$ cat config.mk
export PLATFORM = sky130hd
export DESIGN_NAME = ksu_ctrl
export DESIGN_NICKNAME = d
export VERILOG_FILES = /design/src/sv/ksu_pkg.sv /design/src/sv/ksu_ctrl.sv
export SDC_FILE = /design/constraint.sdc
export NUM_CORES = 1
export LEC_CHECK = 0
export BUFFER_PORTS_ARGS = -buffer_cell sky130_fd_sc_hd__buf_2
export CORE_MARGIN = 1
export CORE_UTILIZATION = 30
export DETAILED_ROUTE_END_ITERATION = 16
export SLEW_MARGIN = 40
export SYNTH_ARGS = -nofsm -noshare
export SYNTH_HDL_FRONTEND = slang
export SYNTH_SLANG_ARGS = --single-unit
$ cat constraint.sdc
create_clock -name clk -period 3.68 [get_ports clk]
set_clock_uncertainty 0.15 [all_clocks]
set_input_delay 0.552 -clock clk [delete_from_list [all_inputs] [get_ports clk]]
set_output_delay 0.552 -clock clk [all_outputs]
set_load 0.02 [all_outputs]
$ cat src/sv/ksu_pkg.sv
// ----------------------------------------------------------------------------
// ksu_pkg: shared types and constants of the keyed entry sorter
// Holds store sizes, status codes, controller/datapath command and status
// structs and the key ordering function.
// ----------------------------------------------------------------------------
package ksu_pkg;

  localparam int MAX_ENTRIES = 1024;
  localparam int KEY_BYTES   = 8;
  localparam int IDX_W       = $clog2(MAX_ENTRIES);
  localparam int CNT_W       = $clog2(MAX_ENTRIES + 1);
  localparam int KEY_W       = 64;
  localparam int REC_W       = 32;
  localparam int ENT_W       = KEY_W + REC_W;

  typedef enum logic [1:0] {
    ST_LOADED = 2'd0,
    ST_FULL   = 2'd1,
    ST_GIVEN  = 2'd2,
    ST_NONE   = 2'd3
  } status_t;

  typedef enum logic [1:0] {
    REG_KEY_MODE  = 2'd0,
    REG_KEY_LEN   = 2'd1,
    REG_DROP_DUPS = 2'd2
  } reg_idx_t;

  typedef struct packed {
    logic load;
    logic sort_start;
    logic pass_begin;
    logic take_first;
    logic sort_read;
    logic sort_final;
    logic sort_step;
    logic dd_begin;
    logic dd_read;
    logic dd_step;
    logic dd_finish;
    logic fetch_begin;
    logic fetch_read;
    logic fetch_out;
    logic fetch_none;
  } cmd_t;

  typedef struct packed {
    logic sorted;
    logic out_free;
    logic m_lt2;
    logic cnt_lt2;
    logic j_eq_m;
    logic j_eq_cnt;
    logic fptr_end;
    logic drop;
  } stat_t;

  // Map a key to an unsigned value whose order is the key order.
  function automatic logic [KEY_W-1:0] order_value(input logic [KEY_W-1:0] k,
                                                   input logic mode,
                                                   input logic [3:0] len);
    logic [KEY_W-1:0] kz;
    logic [3:0]       ls;
    logic [6:0]       sh;
    kz = k;
    ls = (len > 4'(KEY_BYTES)) ? 4'(KEY_BYTES) : len;
    sh = {ls, 3'b000};
    if (mode) begin
      if (k[KEY_W-2:0] == '0) begin
        kz = '0;
      end
      order_value = kz[KEY_W-1] ? ~kz : (kz | {1'b1, {(KEY_W-1){1'b0}}});
    end else begin
      order_value = k & ~({KEY_W{1'b1}} >> sh);
    end
  endfunction

endpackage

$ cat src/sv/ksu_ctrl.sv
// ----------------------------------------------------------------------------
// ksu_ctrl: sequencer of the keyed entry sorter
// Accepts words, runs the bubble passes, the duplicate compaction and the
// fetch reads by issuing commands to the datapath.
// ----------------------------------------------------------------------------
module ksu_ctrl (
  input  logic           clk,
  input  logic           rst_n,
  input  logic           in_valid,
  input  logic           in_op,
  output logic           in_ready,
  input  ksu_pkg::stat_t stat,
  output ksu_pkg::cmd_t  cmd
);

  typedef enum logic [8:0] {
    S_IDLE       = 9'b000000001,
    S_SORT_PASS  = 9'b000000010,
    S_SORT_FIRST = 9'b000000100,
    S_SORT_RD    = 9'b000001000,
    S_SORT_CMP   = 9'b000010000,
    S_DD_FIRST   = 9'b000100000,
    S_DD_RD      = 9'b001000000,
    S_DD_CHK     = 9'b010000000,
    S_FETCH_RD   = 9'b100000000
  } state_t;

  state_t state_r, state_nxt;
  logic   fout_r, fout_nxt;

  assign in_ready = (state_r == S_IDLE) && !fout_r && stat.out_free;

  always_comb begin
    cmd = '0;
    state_nxt = state_r;
    fout_nxt = 1'b0;
    unique case (state_r)
      S_IDLE: begin
        if (fout_r) begin
          cmd.fetch_out = 1'b1;
        end else if (in_valid && in_ready) begin
          if (!in_op) begin
            cmd.load = 1'b1;
          end else if (stat.sorted) begin
            state_nxt = S_FETCH_RD;
          end else begin
            cmd.sort_start = 1'b1;
            state_nxt = S_SORT_PASS;
          end
        end
      end
      S_SORT_PASS: begin
        if (!stat.m_lt2) begin
          cmd.pass_begin = 1'b1;
          state_nxt = S_SORT_FIRST;
        end else if (stat.drop && !stat.cnt_lt2) begin
          cmd.dd_begin = 1'b1;
          state_nxt = S_DD_FIRST;
        end else begin
          cmd.fetch_begin = 1'b1;
          state_nxt = S_FETCH_RD;
        end
      end
      S_SORT_FIRST: begin
        cmd.take_first = 1'b1;
        state_nxt = S_SORT_RD;
      end
      S_SORT_RD: begin
        if (stat.j_eq_m) begin
          cmd.sort_final = 1'b1;
          state_nxt = S_SORT_PASS;
        end else begin
          cmd.sort_read = 1'b1;
          state_nxt = S_SORT_CMP;
        end
      end
      S_SORT_CMP: begin
        cmd.sort_step = 1'b1;
        state_nxt = S_SORT_RD;
      end
      S_DD_FIRST: begin
        cmd.take_first = 1'b1;
        state_nxt = S_DD_RD;
      end
      S_DD_RD: begin
        if (stat.j_eq_cnt) begin
          cmd.dd_finish = 1'b1;
          cmd.fetch_begin = 1'b1;
          state_nxt = S_FETCH_RD;
        end else begin
          cmd.dd_read = 1'b1;
          state_nxt = S_DD_CHK;
        end
      end
      S_DD_CHK: begin
        cmd.dd_step = 1'b1;
        state_nxt = S_DD_RD;
      end
      S_FETCH_RD: begin
        if (stat.fptr_end) begin
          cmd.fetch_none = 1'b1;
        end else begin
          cmd.fetch_read = 1'b1;
          fout_nxt = 1'b1;
        end
        state_nxt = S_IDLE;
      end
      default: state_nxt = S_IDLE;
    endcase
  end

  always_ff @(posedge clk) begin
    if (!rst_n) begin
      state_r <= S_IDLE;
      fout_r  <= 1'b0;
    end else begin
      state_r <= state_nxt;
      fout_r  <= fout_nxt;
    end
  end

endmodule

==> impl_results.md, run 1 <==
- Crit Path Class: reg -> out
- CP cell instances: nor3_2 > nand4_2 > nor4_1 > buf_2
- Initial antenna violation count: 0
- Vias per cell: between 5 and 6
- Clk slew on worst S/H paths: 0.07 ns
- HP Class: in -> reg
- Hold_buf cts: 0
- Final ANT Viol Nets: 0
- DR pass1 iterations: 4
- Yosys reg bits: 10
- Die H: 51.5 µm
- 1st-iter DRT viols: 14
- Boundary Pins: 28
- Post-synthesis cell area: around 740 µm²
- Synth unique cells: 36
- Maximum clock frequency: 392 MHz
- Clock buffer count from CTS: 3
- Area Overhead vs Synth: 18.5%
- Final hold vios: 0
- Vias in the first global route: 614
- Core Rows: 17
- R2R depth: 4
- Maximum buffer depth of the clock tree: 2
- Core ar.: 2250 µm²
- Largest net degree at the start of global routing: 10
- Starting Density: 32.6%
- Worst Path Required: 2.98 ns
- Synth async-reset ratio: 0%
- CTS-repair resized insts: 0
- PD cells: 329 nW/µm²
- Leak pwr: ~0.38 nW
- Synth area leader: dfxtp_1
- Nets: roughly 130
- Max Cap Viol: 0
- CTS tree: done
- Yosys warnings: 0
- Nature of the critical path endpoint: output pin
- Fill count: 271
- Post-Syn Nets: 100
- Family with the most delay on the worst path: simple AND/OR/NAND/NOR gates
- Gr ovfl total: 0
- Storage cell area: 200 µm²
- Share of post-route cells with drive strength above 1: 36.6%
- Tot GR Track Use: between 10 and 15%
- Leading post-synthesis cells by cell area: dfxtp_1, buf_6, nor2_1
- Routability cong.: 0.736
- Worst Tran Pin Value: about 0.48 ns
- Setup_tns: 0 ns
- Routed wire length: 1610 µm
- Clock share of power: 27.0%
- Pins over their slew limit: 0
- Final Setup Violations: 0
- Synthesized instance count: 88
- Clk_lat worst skew: 0.27 ns
- Syn_area_per_cell: about 8.4 µm²
- WL/cell: 11.5 µm
- Logic pwr share: 30.7%
- Die ar.: 2650 µm²
- Routed via count: a little over 700
- Element type at the critical path start: flop
- N_diodes: 0
- Post-synth EDFFs: 0
- Ys flop type: dfxtp_1
- P_sw: 0.101 mW
- Crit share post-route: between 60% and 70%
- DRC violations left: 0
- RSZ-0062 raised after global routing: false
- Post-synth top area share: between 20% and 30%
- Post-DP HPWL: 1270 µm
- Post-synthesis sequential area ratio: 27.2%
- CP Max Fanout: 8
- Slowest cell on the critical path: dfxtp_1
- Outcome: finished, final reports clean
- Internal power: 0.186 mW
- Hold Path Stages: 2
- Crit path depth: 4
- H-tree depth: 1
- Crit-path max cell delay: about 0.4 ns
- Sequential power share: 42.3%
- Clock sinks: 10
- Final Core Density: between 30% and 40%
- Fin crit period: about 2.6 ns
- Post-CTS Setup Bufs: 0
- IO Port Bufs: 27
- CP arrival: ~1.9 ns
- Area of the multi-input gates: 460 µm²
- CP bufs+invs: 1
- First-pass GRT wire length: about 2700 µm
- Sw Share: 35.2%
- Relative slew slack: 67.9%
- Clk Tree Root Cell: clkbuf_4
- Die Span X: between 50 and 60 µm
- Worst IR drop on VDD: 0.218 mV
==> power groups by stage <==
stage,clock [mW],sequential (mW),combinational [mW]
after detailed placement,0,0.124,0.0893
after floorplan,0,0.122,0.0664
after CTS,0.0814,0.121,0.0898
final,0.0776,0.121,0.0881
after global placement,0,0.123,0.0884
after global routing,0.0863,0.122,0.0991
==> per-layer routing <==
layer  vias up  track usage [%]  routed length [µm]  part of all wire, %
met3         5             2.63                 117                  7.3
met2        26             21.9                 687                   43
met4         0             8.11                  40                  2.5
met1       321             17.1                 761                   47
li1        359                -                   -                    -
met5         -                0                   0                    0
==> cells in the final DEF (no fill, tap or decap), types with 2 or more instances in the layout <==
master and count:
buf_2 27, nor2_1 12, dfxtp_1 10, nor4_1 5, inv_1 5, nor3b_1 4
xnor2_1 4, nor3_1 3, nand2_1 3, or3_1 3, nand2b_1 3, clkbuf_4 3
nor3_2 2, nor4_2 2, and2_1 2, nand3_1 2, nor2b_1 2, a31oi_1 2
o21ai_0 2
==> flip-flops by register name, summed over array words and instances (netlist names) <==
| name | cells |
|---|---|
| state_r | 9 |
| fout_r | 1 |
==> cells in the mapped netlist, types with 2 or more instances <==
| master | n |
|---|---|
| nor2_1 | 12 |
| dfxtp_1 | 10 |
| inv_1 | 5 |
| nor4_1 | 5 |
| buf_6 | 4 |
| nor3b_1 | 4 |
| xnor2_1 | 4 |
| nand2_1 | 3 |
| nand2b_1 | 3 |
| nor3_1 | 3 |
| or3_1 | 3 |
| a31oi_1 | 2 |
| and2_1 | 2 |
| nand3_1 | 2 |
| nor2b_1 | 2 |
| nor3_2 | 2 |
| nor4_2 | 2 |
| o21ai_0 | 2 |
==> path summary, 6_finish.rpt <==
path                                start                      end  slack, ns
setup / recovery  state_r[2]$_SDFFE_PN0P_                  cmd[14]       1.13
hold / removal                    stat[2]  state_r[7]$_SDFFE_PN0P_       0.32
setup reg to reg  state_r[2]$_SDFFE_PN0P_  state_r[7]$_SDFFE_PN0P_       1.75
hold reg to reg   state_r[6]$_SDFFE_PN0P_  state_r[6]$_SDFFE_PN0P_       0.45
==> through the flow <==
step	total power [mW]	cell area (µm²)	hold WS, ns	std cells	worst slack (ns)
final	0.287	872	0.325	140	1.13
after global routing	0.308	872	0.320	140	0.962
after CTS	0.292	872	0.316	140	1.08
after detailed placement	0.213	850	0.442	137	1.40
after global placement	0.212	850	0.422	137	1.44
after floorplan	0.189	736	0.436	88	1.31
==> layout make-up <==
class	count	share of cell area [%]
multi-input combinational	67	52.8
sequential	10	23.0
timing repair buffer	27	15.5
tap	28	4.02
clock buffer	3	2.58
inverter	5	2.15
==> kinds of logic after synthesis <==
group	synth area share [%]
AOI/OAI and AO/OA	10.4
xor gates and xnor gates	5.95
buffers and inverters	10.2
DFF	27.2
and+or+nand+nor	46.3
Power figures use the tool's default switching activity.
==> inputs of run 2 (changes only) <==
==> constraint.sdc (replaced) <==
create_clock -name clk -period 2.5 [get_ports clk]
set_clock_uncertainty 0.15 [all_clocks]
set_input_delay 0.375 -clock clk [delete_from_list [all_inputs] [get_ports clk]]
set_output_delay 0.375 -clock clk [all_outputs]
set_load 0.02 [all_outputs]
==> run 2 against run 1 <==
Against the previous run: sequential power grew 48%; die area unchanged; core utilization is 0.94 points higher; non-clock buffer count is 1 higher; sequential cell count is the same; total power up 61%; largest cell class unchanged.
==> impl_results.md, run 2 (synthesized netlist as in run 1, its figures left out) <==
- Max reg flops: 9 (unchanged)
- Initial antenna violation count: 0 (unchanged)
- CP Max Fanout: 6 (-2)
- Routed wire length: 1650 µm (+2.7%)
- Clock share of power: 32.3% (+5.3 points)
- Fill count: 259 (-4.4%)
- Core Rows: 17 (unchanged)
- H-tree depth: 1 (unchanged)
- Worst Path Required: 1.98 ns (-1.00 ns)
- Vias per cell: 5.08 (+0.12%)
- Post-DP HPWL: 1350 µm (+6.5%)
- Hold_buf cts: 0 (unchanged)
- Clk slew on worst S/H paths: 0.07 ns (about the same)
- Crit share post-route: 95.2%
- Fin crit period: between 2 and 2.5 ns
- DR pass1 iterations: 4 (unchanged)
- Clk_lat worst skew: 0.27 ns (about the same)
- Most frequent cells in the layout: buf_2, nor2_1, dfxtp_1
- Maximum clock frequency: around 420 MHz
- Max Cap Viol: 0 (unchanged)
- Area Overhead vs Synth: 21.4%
- Element type at the critical path start: flop
- Internal power: 0.309 mW (+66%)
- Post-CTS Setup Bufs: 0 (unchanged)
- Boundary Pins: 28 (unchanged)
- N_diodes: 0 (unchanged)
- Die ar.: 2650 µm² (unchanged)
- Final hold vios: 0 (unchanged)
- Logic pwr share: 29.0% (-1.7 points)
- Biggest register: state_r
- Vias in the first global route: 658 (+7.2%)
- Routed via count: 722 (+1.5%)
- Leak pwr: 0.389 nW (+3.0%)
- Pins over their slew limit: 0 (unchanged)
- Starting Density: 32.6% (unchanged)
- PD cells: 518 nW/µm² (+57%)
- Worst IR drop on VDD: 0.314 mV (+44%)
- Outcome: finished, final reports clean
- HP Class: in -> reg
- Final ANT Viol Nets: 0 (unchanged)
- Gr ovfl total: 0 (unchanged)
- Core ar.: 2250 µm² (unchanged)
- Nets: 127 (+0.79%)
- RSZ-0062 raised after global routing: false
- Final Setup Violations: 0 (unchanged)
- P_sw: 0.154 mW (+52%)
- Routability cong.: 0.745 (+1.1%)
- Setup_tns: 0 ns (unchanged)
- 1st-iter DRT viols: 5 (-9)
- Largest net degree at the start of global routing: 10 (unchanged)
- Area of the multi-input gates: 460 µm² (unchanged)
- Pre-CTS setup slack: 0.414 ns (-0.985 ns)
- Die H: 51.5 µm (unchanged)
- CP arrival: 1.85 ns (about the same)
- Worst Tran Pin Value: 0.500 ns (+0.0189 ns)
- DRC violations left: 0 (unchanged)
- First-pass GRT wire length: 2770 µm (+3.1%)
- Final Core Density: 39.6% (+0.94 points)
- Crit Path Class: reg -> out
- CTS-repair resized insts: 0 (unchanged)
- Sw Share: 33.2% (-1.9 points)
- Nature of the critical path endpoint: output pin
- Clock buffer count from CTS: 3 (unchanged)
- Overall power: 0.462 mW (+61%)
- Final worst slack: 0.120 ns (-1.01 ns)
- Share of post-route cells with drive strength above 1: 37.7% (+1.1 points)
- Tot GR Track Use: 14.2% (+0.44 points)
- Die Span X: 51.5 µm (unchanged)
- WL/cell: 11.6 µm (+1.3%)
- Clk Tree Root Cell: clkbuf_4
- Storage cell area: 200 µm² (unchanged)
- Top Registers: state_r x9, fout_r x1
- Maximum buffer depth of the clock tree: 2 (unchanged)
- Leading cell type in the layout, fill and taps excluded: buf_2
- Sequential power share: 38.7% (-3.6 points)
- CTS tree: done
- Relative slew slack: 66.7% (-1.3 points)
- IO Port Bufs: 27 (unchanged)
- Clock sinks: 10 (unchanged)
## run 2: changes by cell type in the layout (fill, tap and decap cells not counted), sizes merged
cell	delta
clkbuf	+1
buf	+1
## run 2: per-layer routing
metal / up-vias / track usage, % / share of wire (%)
li1: 363 / - / -
met1: 324 / 17.3 / 46
met2: 32 / 23.8 / 46
met3: 3 / 3.51 / 7.1
met4: 0 / 5.41 / 1.6
met5: - / 0 / 0
## run 2: final timing paths
| path | slack, ns | cells past startpoint | end | startpoint |
|---|---|---|---|---|
| worst min-delay path | 0.13 | 2 | state_r[7]$_SDFFE_PN0P_ | stat[2] |
| worst min register to register | 0.45 | 1 | state_r[6]$_SDFFE_PN0P_ | state_r[6]$_SDFFE_PN0P_ |
| worst max register to register | 0.62 | 4 | state_r[3]$_SDFFE_PN0P_ | state_r[5]$_SDFFE_PN0P_ |
| worst max-delay path | 0.12 | 4 | cmd[12] | state_r[1]$_SDFFE_PN0P_ |
## run 2: area by class of cell
cell class                      instances  area share, %
Clock buffer                            4           4.06
Multi-Input combinational cell         67           51.5
Sequential cell                        10           22.4
Timing Repair Buffer                   28           16.0
Inverter                                5           2.10
Tap cell                               28           3.92
## run 2: power by group through the flow
stage	registers, mW	clock network (mW)	logic [mW]
floorplan	0.180	0	0.0977
global placement	0.182	0	0.133
detailed placement	0.183	0	0.136
CTS	0.179	0.157	0.137
global route	0.180	0.163	0.153
finish	0.179	0.149	0.134
## run 2: stage by stage
step | area, µm² | hold WS (ns) | cells
after floorplan | 736 | 0.295 | 88
after detailed placement | 857 | 0.424 | 138
after CTS | 893 | 0.127 | 142
final | 893 | 0.132 | 142
after global routing | 893 | 0.123 | 142
after global placement | 857 | 0.421 | 138
## run 2: worst max-delay path, stage by stage, from the launching register on
cell,delay (ns)
dfxtp_1,0.43
or3b_2,0.52
or3_1,0.37
nor2_1,0.09
buf_2,0.16
==> inputs of run 3 (changes only) <==
--- a/config.mk
+++ b/config.mk
@@ -9,6 +9,7 @@
 export CORE_MARGIN = 1
 export CORE_UTILIZATION = 30
 export DETAILED_ROUTE_END_ITERATION = 16
+export PLACE_DENSITY = 0.53
 export SLEW_MARGIN = 40
 export SYNTH_ARGS = -nofsm -noshare
 export SYNTH_HDL_FRONTEND = slang
==> run 3 against run 2 <==
Against the previous run: cell area decreased by 1.4%; clock power decreased by 21%; total power decreased by 7.3%; cell count decreased by 1.4%; sequential share of layout area increased by 0.60 points; routed wire length decreased by 2.1%; die area unchanged; maximum frequency increased by 1.2%; worst hold slack improved by 0.0011 ns; clock-buffer cell count decreased by 1; critical path depth unchanged; sequential power about the same; critical path type unchanged; critical endpoint is now cmd[10]; largest cell class unchanged; largest power group unchanged.
==> impl_results.md, run 3 (synthesized netlist as in run 1, its figures left out) <==
- Outcome: finished, final reports clean
- Maximum buffer depth of the clock tree: 2 (unchanged)
- Layout Cells excl Fill: 140 (-1.4%)
- Worst Tran Pin Value: 0.497 ns (-0.00229 ns)
- Area of the multi-input gates: 467 µm² (+1.4%)
- Pre-CTS setup slack: 0.394 ns (-0.0196 ns)
- DRC violations left: 0 (unchanged)
- Final worst slack: 0.148 ns (+0.0278 ns)
- N_diodes: 0 (unchanged)
- Max reg flops: 9 (unchanged)
- First-pass GRT wire length: 2650 µm (-4.2%)
- Clk slew on worst S/H paths: 0.07 ns (about the same)
- Nets: 126 (-0.79%)
- Final Core Density: 39.1% (-0.55 points)
- Maximum clock frequency: 425 MHz (+1.2%)
- Post-CTS Setup Bufs: 0 (unchanged)
- Fin crit period: 2.35 ns (-0.0278 ns)
- Routed via count: 719 (-0.42%)
- PD cells: 487 nW/µm² (-6.0%)
- Pins over their slew limit: 0 (unchanged)
- Worst Path Required: 1.98 ns (about the same)
- Worst IR drop on VDD: 0.260 mV (-17%)
- Most frequent cells in the layout: buf_2, nor2_1, dfxtp_1
- Die ar.: 2650 µm² (unchanged)
- Die Span X: 51.5 µm (unchanged)
- Gr ovfl total: 0 (unchanged)
- Placed insts: 137 (-0.72%)
- Routability cong.: 0.738 (-0.95%)
- Hold slack: 0.133 ns (+0.00111 ns)
- Clk Tree Root Cell: clkbuf_4
- CP Max Fanout: 8 (+2)
- Largest net degree at the start of global routing: 10 (unchanged)
- Crit Path Class: reg -> out
- CTS tree: done
- Starting Density: 32.6% (unchanged)
- CTS-repair resized insts: 0 (unchanged)
- CP arrival: 1.83 ns (-0.02 ns)
- Vias per cell: 5.14 (+1.0%)
- Core Rows: 17 (unchanged)
- Boundary Pins: 28 (unchanged)
- Max Cap Viol: 0 (unchanged)
- H-tree depth: 1 (unchanged)
- IO Port Bufs: 27 (unchanged)
- Storage cell area: 203 µm² (+1.2%)
- Core ar.: 2250 µm² (unchanged)
- Nature of the critical path endpoint: output pin
- Top Registers: state_r x9, fout_r x1
- Tot GR Track Use: 14.1% (-0.11 points)
- Vias in the first global route: 605 (-8.1%)
- Crit share post-route: 94.1% (-1.1 points)
- Routed wire length: 1620 µm (-2.1%)
- Element type at the critical path start: flop
- Setup_tns: 0 ns (unchanged)
- Post-DP HPWL: 1290 µm (-4.8%)
- DR pass1 iterations: 4 (unchanged)
- Die H: 51.5 µm (unchanged)
- Clk_lat worst skew: 0.28 ns (about the same)
- Final ANT Viol Nets: 0 (unchanged)
- Hold_buf cts: 0 (unchanged)
- Final Setup Violations: 0 (unchanged)
- RSZ-0062 raised after global routing: false
- Share of post-route cells with drive strength above 1: 38.4% (+0.67 points)
- Initial antenna violation count: 0 (unchanged)
- Biggest register: state_r
- WL/cell: 11.6 µm (-0.66%)
- Leading cell type in the layout, fill and taps excluded: buf_2
- Clock buffer count from CTS: 3 (unchanged)
- Clock sinks: 10 (unchanged)
- Fill count: 254 (-1.9%)
- HP Class: in -> reg
- Leak pwr: 0.383 nW (-1.7%)
- Area Overhead vs Synth: 19.7%
- Relative slew slack: 66.8% (+0.15 points)
- 1st-iter DRT viols: 4 (-1)
- Final hold vios: 0 (unchanged)
## run 3: final timing paths
check,startpoint,endpoint,slack (ns),cells past startpoint
max,state_r[7]$_SDFFE_PN0P_,cmd[10],0.15,4
min,stat[2],state_r[7]$_SDFFE_PN0P_,0.13,2
max reg2reg,state_r[5]$_SDFFE_PN0P_,state_r[6]$_SDFFE_PN0P_,0.64,4
min reg2reg,state_r[6]$_SDFFE_PN0P_,state_r[6]$_SDFFE_PN0P_,0.44,1
## run 3: power breakdown
| part | leakage (nW) | switching (mW) | internal, mW |
|---|---|---|---|
| Clock | 0.0138 | 0.0607 | 0.0559 |
| Sequential | 0.0818 | 0.0123 | 0.167 |
| Combinational | 0.287 | 0.0800 | 0.0525 |
## run 3: layout make-up
cell class	count	share of cell area (%)
clock buffers	3	2.56
inverters	5	2.13
multi-input cells	67	53.0
flip-flops and latches	10	23.0
well taps	28	3.98
repair buffers	27	15.3
## run 3: metal layers
layer	wire length, µm	vias up	part of all wire [%]	track usage, %
li1	-	362	-	-
met1	713	330	44	16.6
met2	754	23	47	22.3
met3	108	4	6.7	2.63
met4	41	0	2.5	10.8
met5	0	-	0	0
## run 3: worst max-delay path, stage by stage, from the launching register on
cell	delay, ns
dfxtp_1	0.37
or3_4	0.46
nor4_2	0.38
nor2b_1	0.17
buf_2	0.16
## run 3: metrics by stage
stage | power, mW | instance area, µm²
after floorplan | 0.278 | 736
after global placement | 0.313 | 850
after detailed placement | 0.315 | 850
after CTS | 0.428 | 872
after global routing | 0.456 | 881
final | 0.429 | 881
